<file path="config.mk">
export PLATFORM = sky130hd
export DESIGN_NAME = per_channel_int8_requantizer
export DESIGN_NICKNAME = d
export VERILOG_FILES = /design/src/rtl/core/pcrq_pkg.sv /design/src/rtl/core/pcrq_front.sv /design/src/rtl/core/pcrq_queue.sv /design/src/rtl/core/pcrq_back.sv /design/src/rtl/core/per_channel_int8_requantizer.sv
export SDC_FILE = /design/constraint.sdc
export NUM_CORES = 1
export LEC_CHECK = 0
export BUFFER_PORTS_ARGS = -buffer_cell sky130_fd_sc_hd__buf_2
export CAP_MARGIN = 0
export CORE_MARGIN = 3
export CORE_UTILIZATION = 30
export CTS_CLUSTER_DIAMETER = 150
export DETAILED_ROUTE_END_ITERATION = 7
export SYNTH_ARGS = -nofsm -noshare
export SYNTH_HDL_FRONTEND = slang
export SYNTH_SLANG_ARGS = --single-unit
</file>
<file path="constraint.sdc">
create_clock -name clk -period 10.6 [get_ports clk]
set_clock_uncertainty 0.1 [all_clocks]
set_input_delay 2.65 -clock clk [delete_from_list [all_inputs] [get_ports clk]]
set_output_delay 2.65 -clock clk [all_outputs]
set_load 0.01 [all_outputs]
</file>
<file path="src/rtl/core/pcrq_pkg.sv">
// ----------------------------------------------------------------------------
// pcrq_pkg: shared types, constants and tables of the per-channel requantizer
// Holds the queue entry and configuration structs, the register index codes
// and the per-channel normalize multiplier and shift tables.
// ----------------------------------------------------------------------------
package pcrq_pkg;

  // Channel count; the channel index holds at the last of the 16 channels
  localparam int NUM_CH    = 16;
  localparam int CH_W      = 4;
  localparam int POS_W     = 20;
  localparam int SPC_W     = 21;
  localparam int CFG_IDX_W = 2;

  localparam logic [SPC_W-1:0] SPC_MAX   = 21'd1048576;
  localparam logic [SPC_W-1:0] SPC_MIN   = 21'd1;
  localparam logic [SPC_W-1:0] SPC_RESET = 21'd32768;
  localparam logic [7:0]       FMUL_RESET   = 8'd5;
  localparam logic [3:0]       FSHIFT_RESET = 4'd4;
  localparam logic [7:0]       ZP_RESET     = 8'd0;

  localparam logic signed [7:0] SAT_HI = 8'sd127;
  localparam logic signed [7:0] SAT_LO = -8'sd128;

  // Configuration register indexes
  typedef enum logic [CFG_IDX_W-1:0] {
    REG_SPC    = 2'd0,
    REG_FMUL   = 2'd1,
    REG_FSHIFT = 2'd2,
    REG_ZP     = 2'd3
  } cfg_reg_t;

  // Live configuration, already clamped where needed
  typedef struct packed {
    logic [SPC_W-1:0]   spc;
    logic [7:0]         fmul;
    logic [3:0]         fshift;
    logic signed [7:0]  zp;
  } cfg_t;

  // One classified sample between front and back
  typedef struct packed {
    logic signed [7:0] sample;
    logic [CH_W-1:0]   chan;
  } q_entry_t;

  // Normalize multiplier per channel
  function automatic logic [4:0] chan_gain(input logic [CH_W-1:0] ch);
    logic [4:0] m;
    case (ch[2:0])
      3'd0:    m = 5'd3;
      3'd1:    m = 5'd5;
      3'd2:    m = 5'd7;
      3'd3:    m = 5'd9;
      3'd4:    m = 5'd11;
      3'd5:    m = 5'd13;
      3'd6:    m = 5'd15;
      default: m = 5'd17;
    endcase
    return m;
  endfunction

  // Normalize shift per channel
  function automatic logic [2:0] chan_rshift(input logic [CH_W-1:0] ch);
    logic [2:0] s;
    case (ch[2:0])
      3'd0:    s = 3'd2;
      3'd1:    s = 3'd3;
      3'd2:    s = 3'd4;
      3'd3:    s = 3'd5;
      3'd4:    s = 3'd3;
      3'd5:    s = 3'd4;
      3'd6:    s = 3'd5;
      default: s = 3'd6;
    endcase
    return s;
  endfunction

endpackage

</file>
<file path="src/rtl/core/pcrq_front.sv">
// ----------------------------------------------------------------------------
// pcrq_front: sample intake and channel tracking
// Accepts samples, tracks position and channel index, and pushes each sample
// with its channel into the work queue.
// ----------------------------------------------------------------------------
module pcrq_front (
  input  logic                      clk,
  input  logic                      rst_n,
  input  pcrq_pkg::cfg_t            cfg,
  input  logic                      in_push,
  input  logic                      in_first,
  input  logic signed [7:0]         in_sample,
  output logic                      in_full,
  input  logic                      q_full,
  output logic                      q_push,
  output pcrq_pkg::q_entry_t        q_entry
);
  import pcrq_pkg::*;

  logic [POS_W-1:0] pos_r, pos_nxt;
  logic [CH_W-1:0]  chan_r, chan_nxt;
  logic [POS_W-1:0] pos_cur;
  logic [CH_W-1:0]  chan_cur;
  logic [SPC_W-1:0] pos_inc;

  assign in_full = q_full;
  assign q_push  = in_push && !q_full;

  // Restart counting on an array marker
  assign pos_cur  = in_first ? '0 : pos_r;
  assign chan_cur = in_first ? '0 : chan_r;
  assign pos_inc  = SPC_W'(pos_cur) + SPC_W'(1);

  assign q_entry.sample = in_sample;
  assign q_entry.chan   = chan_cur;

  // Advance position; step channel at the end of a channel, hold at the last
  always_comb begin
    pos_nxt  = pos_r;
    chan_nxt = chan_r;
    if (q_push) begin
      if (pos_inc >= cfg.spc) begin
        pos_nxt = '0;
        if (chan_cur != CH_W'(NUM_CH - 1)) begin
          chan_nxt = chan_cur + CH_W'(1);
        end else begin
          chan_nxt = chan_cur;
        end
      end else begin
        pos_nxt  = pos_inc[POS_W-1:0];
        chan_nxt = chan_cur;
      end
    end
  end

  always_ff @(posedge clk) begin
    if (!rst_n) begin
      pos_r  <= '0;
      chan_r <= '0;
    end else begin
      pos_r  <= pos_nxt;
      chan_r <= chan_nxt;
    end
  end

endmodule

</file>
<file path="src/rtl/core/pcrq_queue.sv">
// ----------------------------------------------------------------------------
// pcrq_queue: work queue between front and back
// Four-entry register queue of classified samples; decouples intake from
// the arithmetic pipeline.
// ----------------------------------------------------------------------------
module pcrq_queue (
  input  logic                clk,
  input  logic                rst_n,
  input  logic                push,
  input  pcrq_pkg::q_entry_t  push_data,
  output logic                full,
  input  logic                pop,
  output logic                valid,
  output pcrq_pkg::q_entry_t  pop_data
);
  import pcrq_pkg::*;

  localparam int DEPTH = 4;
  localparam int PTR_W = $clog2(DEPTH);

  q_entry_t         slot_r [DEPTH];
  logic [PTR_W-1:0] wr_ptr_r, wr_ptr_nxt;
  logic [PTR_W-1:0] rd_ptr_r, rd_ptr_nxt;
  logic [PTR_W:0]   cnt_r, cnt_nxt;
  logic             do_push, do_pop;

  assign full     = (cnt_r == (PTR_W+1)'(DEPTH));
  assign valid    = (cnt_r != '0);
  assign do_push  = push && !full;
  assign do_pop   = pop && valid;
  assign pop_data = slot_r[rd_ptr_r];

  // Advance pointers and occupancy
  always_comb begin
    wr_ptr_nxt = do_push ? wr_ptr_r + PTR_W'(1) : wr_ptr_r;
    rd_ptr_nxt = do_pop  ? rd_ptr_r + PTR_W'(1) : rd_ptr_r;
    cnt_nxt    = cnt_r;
    if (do_push && !do_pop) begin
      cnt_nxt = cnt_r + (PTR_W+1)'(1);
    end else if (do_pop && !do_push) begin
      cnt_nxt = cnt_r - (PTR_W+1)'(1);
    end
  end

  always_ff @(posedge clk) begin
    if (!rst_n) begin
      wr_ptr_r <= '0;
      rd_ptr_r <= '0;
      cnt_r    <= '0;
    end else begin
      wr_ptr_r <= wr_ptr_nxt;
      rd_ptr_r <= rd_ptr_nxt;
      cnt_r    <= cnt_nxt;
    end
  end

  // Store entries
  always_ff @(posedge clk) begin
    if (do_push) begin
      slot_r[wr_ptr_r] <= push_data;
    end
  end

endmodule

</file>
<file path="src/rtl/core/pcrq_back.sv">
// ----------------------------------------------------------------------------
// pcrq_back: requantize arithmetic pipeline
// Four stages: normalize multiply, normalize round shift, final multiply,
// final round shift with zero point and int8 saturation into the result
// register.
// ----------------------------------------------------------------------------
module pcrq_back (
  input  logic                clk,
  input  logic                rst_n,
  input  pcrq_pkg::cfg_t      cfg,
  input  logic                q_valid,
  input  pcrq_pkg::q_entry_t  q_data,
  output logic                q_pop,
  output logic                out_empty,
  input  logic                out_pop,
  output logic signed [7:0]   out_result
);
  import pcrq_pkg::*;

  // Stage valids and ready chain
  logic vld_a_r, vld_b_r, vld_c_r, vld_d_r;
  logic rdy_a, rdy_b, rdy_c, rdy_d;

  // Stage payloads
  logic signed [12:0] prod_a_r, prod_a_nxt;
  logic [2:0]         nsh_a_r;
  logic signed [8:0]  norm_b_r, norm_b_nxt;
  logic signed [17:0] prod_c_r, prod_c_nxt;
  logic signed [7:0]  res_d_r, res_d_nxt;

  // Stage A helpers
  logic signed [12:0] samp_ext, mult_ext;
  // Stage B helpers
  logic [12:0]        neg_a;
  logic [11:0]        mag_a;
  logic [12:0]        half_a, sum_a, shr_a;
  logic [8:0]         nmag_b;
  // Stage C helpers
  logic signed [17:0] norm_ext, fmul_ext;
  // Stage D helpers
  logic [17:0]        neg_c;
  logic [16:0]        mag_c;
  logic [17:0]        half_c, sum_c, shr_c;
  logic signed [17:0] rnd_d;
  logic signed [19:0] biased;

  assign rdy_d = !vld_d_r || out_pop;
  assign rdy_c = !vld_c_r || rdy_d;
  assign rdy_b = !vld_b_r || rdy_c;
  assign rdy_a = !vld_a_r || rdy_b;
  assign q_pop = q_valid && rdy_a;

  assign out_empty  = !vld_d_r;
  assign out_result = res_d_r;

  // Stage A: sample times channel multiplier
  always_comb begin
    samp_ext   = 13'(q_data.sample);
    mult_ext   = $signed({8'b0, chan_gain(q_data.chan)});
    prod_a_nxt = samp_ext * mult_ext;
  end

  // Stage B: round half away from zero, shift by channel shift
  always_comb begin
    neg_a      = 13'(-prod_a_r);
    mag_a      = prod_a_r[12] ? neg_a[11:0] : prod_a_r[11:0];
    half_a     = (nsh_a_r == '0) ? '0 : (13'(1) << (nsh_a_r - 3'd1));
    sum_a      = {1'b0, mag_a} + half_a;
    shr_a      = sum_a >> nsh_a_r;
    nmag_b     = {1'b0, shr_a[7:0]};
    norm_b_nxt = prod_a_r[12] ? $signed(-nmag_b) : $signed(nmag_b);
  end

  // Stage C: normalized value times final multiplier
  always_comb begin
    norm_ext   = 18'(norm_b_r);
    fmul_ext   = $signed({10'b0, cfg.fmul});
    prod_c_nxt = norm_ext * fmul_ext;
  end

  // Stage D: final round shift, add zero point, saturate to int8
  always_comb begin
    neg_c  = 18'(-prod_c_r);
    mag_c  = prod_c_r[17] ? neg_c[16:0] : prod_c_r[16:0];
    half_c = (cfg.fshift == '0) ? '0 : (18'(1) << (cfg.fshift - 4'd1));
    sum_c  = {1'b0, mag_c} + half_c;
    shr_c  = sum_c >> cfg.fshift;
    rnd_d  = prod_c_r[17] ? $signed(-{1'b0, shr_c[16:0]}) : $signed({1'b0, shr_c[16:0]});
    biased = 20'(rnd_d) + 20'(cfg.zp);
    if (biased > 20'(SAT_HI)) begin
      res_d_nxt = SAT_HI;
    end else if (biased < 20'(SAT_LO)) begin
      res_d_nxt = SAT_LO;
    end else begin
      res_d_nxt = biased[7:0];
    end
  end

  // Advance stage valids
  always_ff @(posedge clk) begin
    if (!rst_n) begin
      vld_a_r <= 1'b0;
      vld_b_r <= 1'b0;
      vld_c_r <= 1'b0;
      vld_d_r <= 1'b0;
    end else begin
      if (rdy_a) vld_a_r <= q_valid;
      if (rdy_b) vld_b_r <= vld_a_r;
      if (rdy_c) vld_c_r <= vld_b_r;
      if (rdy_d) vld_d_r <= vld_c_r;
    end
  end

  // Advance stage payloads
  always_ff @(posedge clk) begin
    if (rdy_a) begin
      prod_a_r <= prod_a_nxt;
      nsh_a_r  <= chan_rshift(q_data.chan);
    end
    if (rdy_b) norm_b_r <= norm_b_nxt;
    if (rdy_c) prod_c_r <= prod_c_nxt;
    if (rdy_d) res_d_r  <= res_d_nxt;
  end

endmodule

</file>
<file path="src/rtl/core/per_channel_int8_requantizer.sv">
// ----------------------------------------------------------------------------
// per_channel_int8_requantizer: per-channel int8 requantization
// Tracks the channel of each streamed sample and requantizes it with the
// channel's normalize multiplier/shift, then the global multiplier/shift,
// zero point and int8 saturation.
//
//   Channel  Handshake          Payload
//   in_      in_push / in_full  in_sample[7:0] signed, in_first
//   out_     out_pop / out_empty out_result[7:0] signed
//   cfg_     cfg_valid/cfg_ready cfg_index[1:0], cfg_data[20:0]
//
// One sample per cycle while results are popped; the accepting edge writes the
// work queue, then the sample passes stage registers A, B, C and D, the last
// being the result register that drives out_result, from which it is popped.
// Holding out_pop low backs up the stages, then the 4-entry queue, then
// raises in_full. cfg_ready is always high.
// Synchronous active-low reset clears counters, queue and stages and loads
// the register defaults; no clearing pass follows.
// ----------------------------------------------------------------------------
module per_channel_int8_requantizer (
  input  logic                              clk,
  input  logic                              rst_n,
  input  logic                              in_push,
  output logic                              in_full,
  input  logic signed [7:0]                 in_sample,
  input  logic                              in_first,
  output logic                              out_empty,
  input  logic                              out_pop,
  output logic signed [7:0]                 out_result,
  input  logic                              cfg_valid,
  output logic                              cfg_ready,
  input  logic [pcrq_pkg::CFG_IDX_W-1:0]    cfg_index,
  input  logic [pcrq_pkg::SPC_W-1:0]        cfg_data
);
  import pcrq_pkg::*;

  cfg_t       cfg_r, cfg_nxt;
  logic       q_push, q_full, q_pop, q_valid;
  q_entry_t   q_in, q_out;
  logic       cfg_wr;

  assign cfg_ready = 1'b1;
  assign cfg_wr    = cfg_valid && cfg_ready;

  // Decode register writes; clamp samples per channel to its legal range
  always_comb begin
    cfg_nxt = cfg_r;
    if (cfg_wr) begin
      unique case (cfg_reg_t'(cfg_index))
        REG_SPC: begin
          if (cfg_data == '0) begin
            cfg_nxt.spc = SPC_MIN;
          end else if (cfg_data > SPC_MAX) begin
            cfg_nxt.spc = SPC_MAX;
          end else begin
            cfg_nxt.spc = cfg_data;
          end
        end
        REG_FMUL:   cfg_nxt.fmul   = cfg_data[7:0];
        REG_FSHIFT: cfg_nxt.fshift = cfg_data[3:0];
        REG_ZP:     cfg_nxt.zp     = $signed(cfg_data[7:0]);
        default:    cfg_nxt = cfg_r;
      endcase
    end
  end

  always_ff @(posedge clk) begin
    if (!rst_n) begin
      cfg_r.spc    <= SPC_RESET;
      cfg_r.fmul   <= FMUL_RESET;
      cfg_r.fshift <= FSHIFT_RESET;
      cfg_r.zp     <= $signed(ZP_RESET);
    end else begin
      cfg_r <= cfg_nxt;
    end
  end

  pcrq_front u_front (
    .clk       (clk),
    .rst_n     (rst_n),
    .cfg       (cfg_r),
    .in_push   (in_push),
    .in_first  (in_first),
    .in_sample (in_sample),
    .in_full   (in_full),
    .q_full    (q_full),
    .q_push    (q_push),
    .q_entry   (q_in)
  );

  pcrq_queue u_queue (
    .clk       (clk),
    .rst_n     (rst_n),
    .push      (q_push),
    .push_data (q_in),
    .full      (q_full),
    .pop       (q_pop),
    .valid     (q_valid),
    .pop_data  (q_out)
  );

  pcrq_back u_back (
    .clk        (clk),
    .rst_n      (rst_n),
    .cfg        (cfg_r),
    .q_valid    (q_valid),
    .q_data     (q_out),
    .q_pop      (q_pop),
    .out_empty  (out_empty),
    .out_pop    (out_pop),
    .out_result (out_result)
  );

  // Front never pushes into a full queue
  a_no_push_full: assert property (@(posedge clk) disable iff (!rst_n)
    q_push |-> !q_full)
    else $error("push into full work queue");

  // Reset leaves no result pending
  a_reset_empty: assert property (@(posedge clk)
    !rst_n |=> out_empty)
    else $error("result pending after reset");

  // Queue stays empty without a push
  a_queue_hold: assert property (@(posedge clk) disable iff (!rst_n)
    (!q_valid && !q_push) |=> !q_valid)
    else $error("work queue filled without a push");

  // Nothing leaves the queue while it is empty
  a_pop_valid: assert property (@(posedge clk) disable iff (!rst_n)
    q_pop |-> q_valid)
    else $error("pop from empty work queue");

endmodule

</file>
# --- After elaboration in Yosys (flattened, before gate mapping) ---
# Memory sizes are Yosys's and may differ from the RTL's. A register that Yosys moved wholly into a read port is not among the register bits.
# Index checks and enable logic that the tools add are counted.
totals:
  ff_bits: 127
  mem_bits_rw: 48
  in_bits: 37
  output_inout_bits: 11
  elab_cells: 109
  mem_count: 1
mem_list:
  columns: ["memory", "depth", "word_bits", "read_ports", "rd_clocked_by_memory_dff", "wr", "line", "source"]
  rows:
  - ["u_queue.slot_r", 4, 12, 1, 1, 1, "pcrq_queue.sv:21", "q_entry_t slot_r [DEPTH];"]
op_classes:
  addsub: 15
  n_mul: 2
  n_lt_le_gt_ge: 4
  n_eq_ne: 11
  shift: 4
  n_mux: 22
  reduce_logical: 31
op_table:
  columns: ["operator", "count"]
  rows:
  - ["21-bit 2-to-1 mux", 2]
  - ["20-bit 2-to-1 mux", 2]
  - ["18-bit 2-to-1 mux", 2]
  - ["5-bit one-hot mux with 7 select lines", 1]
  - ["20-bit by 1-bit adder with 21-bit output, second input constant", 1]
  - ["21-bit greater-or-equal comparator", 1]
  - ["21-bit > comparator, second input constant", 1]
  - ["21-bit zero test", 1]
  - ["20-bit by 8-bit > comparator with 1-bit output, second input constant", 1]
  - ["20-bit by 8-bit < comparator with 1-bit output, second input constant", 1]
  - ["18-bit by 8-bit adder with 19-bit output", 1]
  - ["17-bit by 18-bit adder with 18-bit output", 1]
  - ["9-bit by 9-bit multiplier with 18-bit output", 1]
  - ["17-bit negation with 18-bit output", 1]
  - ["1-bit by 4-bit left shift with 18-bit output, first input constant", 1]
  - ["18-bit by 4-bit right shift with 17-bit output", 1]
  - ["17-bit 2-to-1 mux", 1]
  - ["17-bit negation", 1]
  - ["8-bit 2-to-1 mux", 2]
  - ["12-bit by 13-bit adder with 13-bit output", 1]
  - ["8-bit by 6-bit multiplier with 13-bit output", 1]
  - ["13-bit 2-to-1 mux", 1]
  - ["1-bit by 3-bit left shift with 13-bit output, first input constant", 1]
  - ["13-bit by 3-bit right shift with 8-bit output", 1]
  - ["other kinds (29)", 61]

# --- Longest topological paths before layout ---
logic_depth:
  ltp_word: 10
  ltp_mapped: 32
  ltp_nobuf: 31

# --- Modules after synthesis ---
# From an unflattened synthesis, not the netlist that was laid out.
hier_totals:
  hier_cells: 1860
  area_unflattened_um2: 17006.3
modules_own_cells:
  columns: ["mod", "instances", "cells_per_inst", "area_each_um2", "seq_area_each_um2"]
  rows:
  - ["pcrq_back", 1, 1288, 10900.5, 1611.5]
  - ["pcrq_queue", 1, 110, 2219.6, 1621.6]
  - ["pcrq_front", 1, 289, 2218.4, 480.5]
  - ["per_channel_int8_requantizer", 1, 173, 1667.8, 820.8]

# --- Worst setup path before layout ---
# OpenSTA, ideal clock, no wires.
synth_timing:
  path_kind: "register to register"
  startpoint: "register cfg_r[10] (netlist name)"
  endpoint: "register u_back.res_d_r[0] (netlist: u_back.out_result[0]) (data pin)"
  setup_time_ns: 0.277
  t_arrival_ns: 7.402
  required_time_ns: 10.223
  setup_slack_ns: 2.820
  stages_incl_launch_ff: 31
  path_buffers: 5
  synth_period_minus_slack_ns: 7.780
  path_cell_list: "dfxtp_1 -> clkbuf_1 -> clkbuf_1 -> buf_6 -> or2_2 -> clkdlybuf4s15_1 -> nor2_1 -> ha_1 -> fa_1 -> a211oi_1 -> o21ai_0 -> a31oi_2 -> xor2_1 -> o22ai_1 -> a2111o_1 -> and3_2 -> or3b_4 -> or3_1 -> o21ai_1 -> xnor2_1 -> ha_1 -> clkbuf_1 -> nand3_1 -> a2111oi_0 -> o21bai_1 -> a31oi_1 -> a311o_1 -> nand4b_1 -> or4_1 -> o21ai_1 -> a21oi_1"
synth_between:
  elab_chain_len: 10
  word_cells_on_any_way: 12
  classes_between: "add/sub: 4; order compare: 2; shift: 2; mux: 3; reduce/logical: 1"
synth_rtl:
  columns: ["item", "line", "source"]
  rows:
  - ["from (decl)", "per_channel_int8_requantizer.sv:37", "cfg_t cfg_r, cfg_nxt;"]
  - ["from (signal assigned)", "per_channel_int8_requantizer.sv:74", "cfg_r <= cfg_nxt;"]
  - ["4-bit by 1-bit subtractor with 4-bit output", "pcrq_back.sv:85", "half_c = (cfg.fshift == '0) ? '0 : (18'(1) << (cfg.fshift - 4'd1));"]
  - ["1-bit by 4-bit left shift with 18-bit output", "pcrq_back.sv:85", null]
  - ["18-bit 2-to-1 mux", "pcrq_back.sv:85", null]
  - ["17-bit by 18-bit adder with 18-bit output", "pcrq_back.sv:86", "sum_c = {1'b0, mag_c} + half_c;"]
  - ["18-bit by 4-bit right shift with 17-bit output *", "pcrq_back.sv:87", "shr_c = sum_c >> cfg.fshift;"]
  - ["17-bit negation with 18-bit output", "pcrq_back.sv:88", "rnd_d = prod_c_r[17] ? $signed(-{1'b0, shr_c[16:0]}) : $signed({1'b0, shr_c[16:0]});"]
  - ["18-bit 2-to-1 mux *", "pcrq_back.sv:88", null]
  - ["18-bit by 8-bit adder with 19-bit output *", "pcrq_back.sv:89", "biased = 20'(rnd_d) + 20'(cfg.zp);"]
  - ["20-bit by 8-bit < comparator with 1-bit output", "pcrq_back.sv:92", "end else if (biased < 20'(SAT_LO)) begin"]
  - ["8-bit 2-to-1 mux", "pcrq_back.sv:92", null]
  - ["to (signal assigned)", "pcrq_back.sv:122", "if (rdy_d) res_d_r <= res_d_nxt;"]
  - ["to (decl)", "pcrq_back.sv:29", "logic signed [7:0] res_d_r, res_d_nxt;"]
# Mark *: on every way between the ends. The rest lies on a longest branch, timed or not.
# A chain may end at the register's enable or synchronous reset.

# --- Final worst setup path ---
layout_timing:
  startpoint: "register cfg_r[9] (netlist name)"
  endpoint: "register u_back.res_d_r[2] (netlist: u_back.out_result[2]) (data pin)"
# The elaborated chain is that of the path after synthesis.

==> qor.csv <==
metric,value,unit
share of the synthesized area in the top cell type,0.175,
Die Y,239,µm
diodes inserted,0,
Final Max Slew Viols,0,
number of synthesized flops with an enable pin,95,
"Seq/Total Area, Yosys",0.270,
largest family of logic cells by synthesized area,adder cells,
synth cell count leaders,"inv_1 (214), nor2_1 (148), nand2_1 (145)",
starting DRC count in detailed routing,886,
setup TNS,0,ns
Worst-path clk slew,0.07,ns
final antenna-violating net count,0,
H-tree depth,4,
crit path kind,register to register,
initial core utilization,0.307,
average cell area after synthesis,8.87,µm²
#FFs+latches synth,173,
Final Cell Area,0.0177,mm²
Area Overhead vs Synth,8.59,%
Worst Tran Pin Value,0.869,ns
final hold violations,0,
largest net degree at the start of global routing,40,
hold slack,0.358,ns
routability cong.,0.874,
"Cell Area, Synth",0.0163,mm²
DP Wirelength,30.7,mm
Gate Count Post-Synth,1839,
IO buf count,46,
clock sinks,173,
most frequent cell after synthesis,inv_1,
Slew Limit Headroom,0.414,
vias in the first global route,12632,
post-CTS sizing,0,
Synth Area in Compound Gates,0.156,
crit end category,register,
Netlist cell types,85,
register area,0.00441,mm²
vias per cell,5.09,
Fillers,5514,
Hold Path Class,register to register,
dpl ws,1.73,ns
first-pass GRT wire length,64.4,mm
Remaining DRCs,0,
run status,finished clean,
area of the multi-input gates,0.0108,mm²
grt total ovfl,0,
initial antenna violation count,1,
Post-Route WL,38.8,mm
CTS Root Cell,clkbuf_16,
area of the die,0.0572,mm²
Final WS setup,1.50,ns
DP Area,0.0172,mm²
fin crit share,0.858,
final setup vio count,0,
CP max FO,24,
Crit path arrival time,9.16,ns
CTS Buffer Depth,2,
CP Launch Type,register,
clock buffer count from CTS,17,
Via Count,12961,
Crit path required time,10.66,ns
multiplexer share of the synthesized area,0.0417,
crit path time final,9.10,ns
Max Fclk,110,MHz
Simple-Gate Fraction of Synth Area,0.184,
Synth Warn #,0,
max-cap violations,0,
Overall Global Routing Usage,0.137,
Synth Area in XOR/XNOR,0.0643,
share of cells above drive strength 1,0.0748,
CTS tree,built,
Synth Area in Adders,0.213,
dominant cell type by area after synthesis,edfxtp_1,
Core Rows,84,
drt pass-1 iters,6,
"Top FF cell, synth",edfxtp_1,
hold buffers post-CTS,0,
fin nets,2108,
Core ar.,0.0532,mm²
# IOs,48,
Clock Latency Late Sink,0.43,ns
ys async rst share,0,
Die Wd,239,µm
Post-CTS Setup Repair Bufs,0,
Synth area leaders,"edfxtp_1 (17%), fa_1 (11%), ha_1 (11%), dfxtp_1 (9.6%), inv_1 (4.9%)",
wire per inst,15.2,µm
RSZ-0062 raised after global routing,false,
worst paths after layout:
path	startpoint	endpoint	slack (ns)	depth (start not counted)
max	cfg_r[9]	u_back.out_result[2]	1.50	25
min	u_back.vld_b_r	u_back.vld_c_r	0.36	2
max reg2reg	cfg_r[9]	u_back.out_result[2]	1.50	25
min reg2reg	u_back.vld_b_r	u_back.vld_c_r	0.36	2
kinds of logic after synthesis:
| kind of cell | count (synthesis) |
|---|---|
| AO/OA/AOI/OAI | 387 |
| XOR/XNOR | 119 |
| adder cells (fa/ha/maj) | 225 |
| buffers and inverters | 282 |
| flip-flops | 173 |
| multiplexers | 51 |
| other | 2 |
| AND/OR/NAND/NOR | 600 |
state kept, by name, summed over array words and instances (netlist names), named ones only:
register / flops
u_back.prod_a_r: 13
u_front.chan_r: 4
u_back.norm_b_r: 9
cfg_r: 41
u_queue.wr_ptr_r: 2
u_queue.slot_r: 44
u_front.pos_r: 20
u_back.prod_c_r: 18
u_back.vld_d_r: 1
u_queue.cnt_r: 3
u_back.out_result: 8
u_back.vld_b_r: 1
u_back.nsh_a_r: 3
u_queue.rd_ptr_r: 2
u_back.vld_c_r: 1
u_back.vld_a_r: 1
routing by layer:
metal / routed length (µm) / vias to the layer above / track usage
met2: 18900 / 267 / 0.237
met3: 1430 / 39 / 0.0192
met1: 17900 / 6240 / 0.182
li1: - / 6413 / -
met5: 11 / - / 0
met4: 497 / 2 / 0.0291
layout by cell type (no fill, tap or decap), types with 13 or more instances in the layout:
master	n
inv_1	214
nor2_1	148
nand2_1	145
ha_1	137
a21oi_1	116
edfxtp_1	95
fa_1	88
xnor2_1	81
dfxtp_1	78
and2_1	69
o21ai_0	64
nand3_1	57
buf_2	46
xor2_1	37
nor2b_1	33
nor3_1	33
mux2i_1	32
a21o_1	28
a22oi_1	25
a211oi_1	21
nand2b_1	18
or3_1	17
clkbuf_16	17
o31ai_1	14
or2_2	14
mux4_2	13
nand4_1	13
nor4_1	13
cell type report:
cell class,instances,share of cell area
multi-input cells,1385,0.609
clock inverters,13,0.00755
flip-flops and latches,173,0.249
clock buffers,19,0.0244
repair buffers,53,0.0160
well taps,688,0.0486
inverters,216,0.0457
stage by stage:
stage                     std cells   util
after global routing           2547  0.333
after floorplan                1840      -
after global placement         2515  0.323
final                          2547  0.333
after detailed placement       2515  0.323
after CTS                      2547  0.333
worst max-delay path, stage by stage, from the launching register on:
cell       delay, ns
dfxtp_1         0.85
inv_1           0.43
nand2_1         0.40
nor2_1          0.10
ha_1            0.43
a2111oi_0       0.55
o21ai_0         0.30
a31oi_2         0.33
xor2_1          0.46
o22ai_1         0.20
a2111o_1        0.43
and3_2          0.26
or3b_4          0.44
or3_1           0.43
o21ai_1         0.17
xnor2_1         0.10
ha_1            0.44
nand3_1         0.11
a2111oi_0       0.69
o21bai_1        0.19
a31oi_1         0.20
a311o_1         0.17
nand4b_1        0.09
or4_1           0.42
o21ai_1         0.39
a21oi_1         0.13
Power is not shown: default switching activity piles up to over one toggle a cycle in this logic, so the estimate is an artifact.
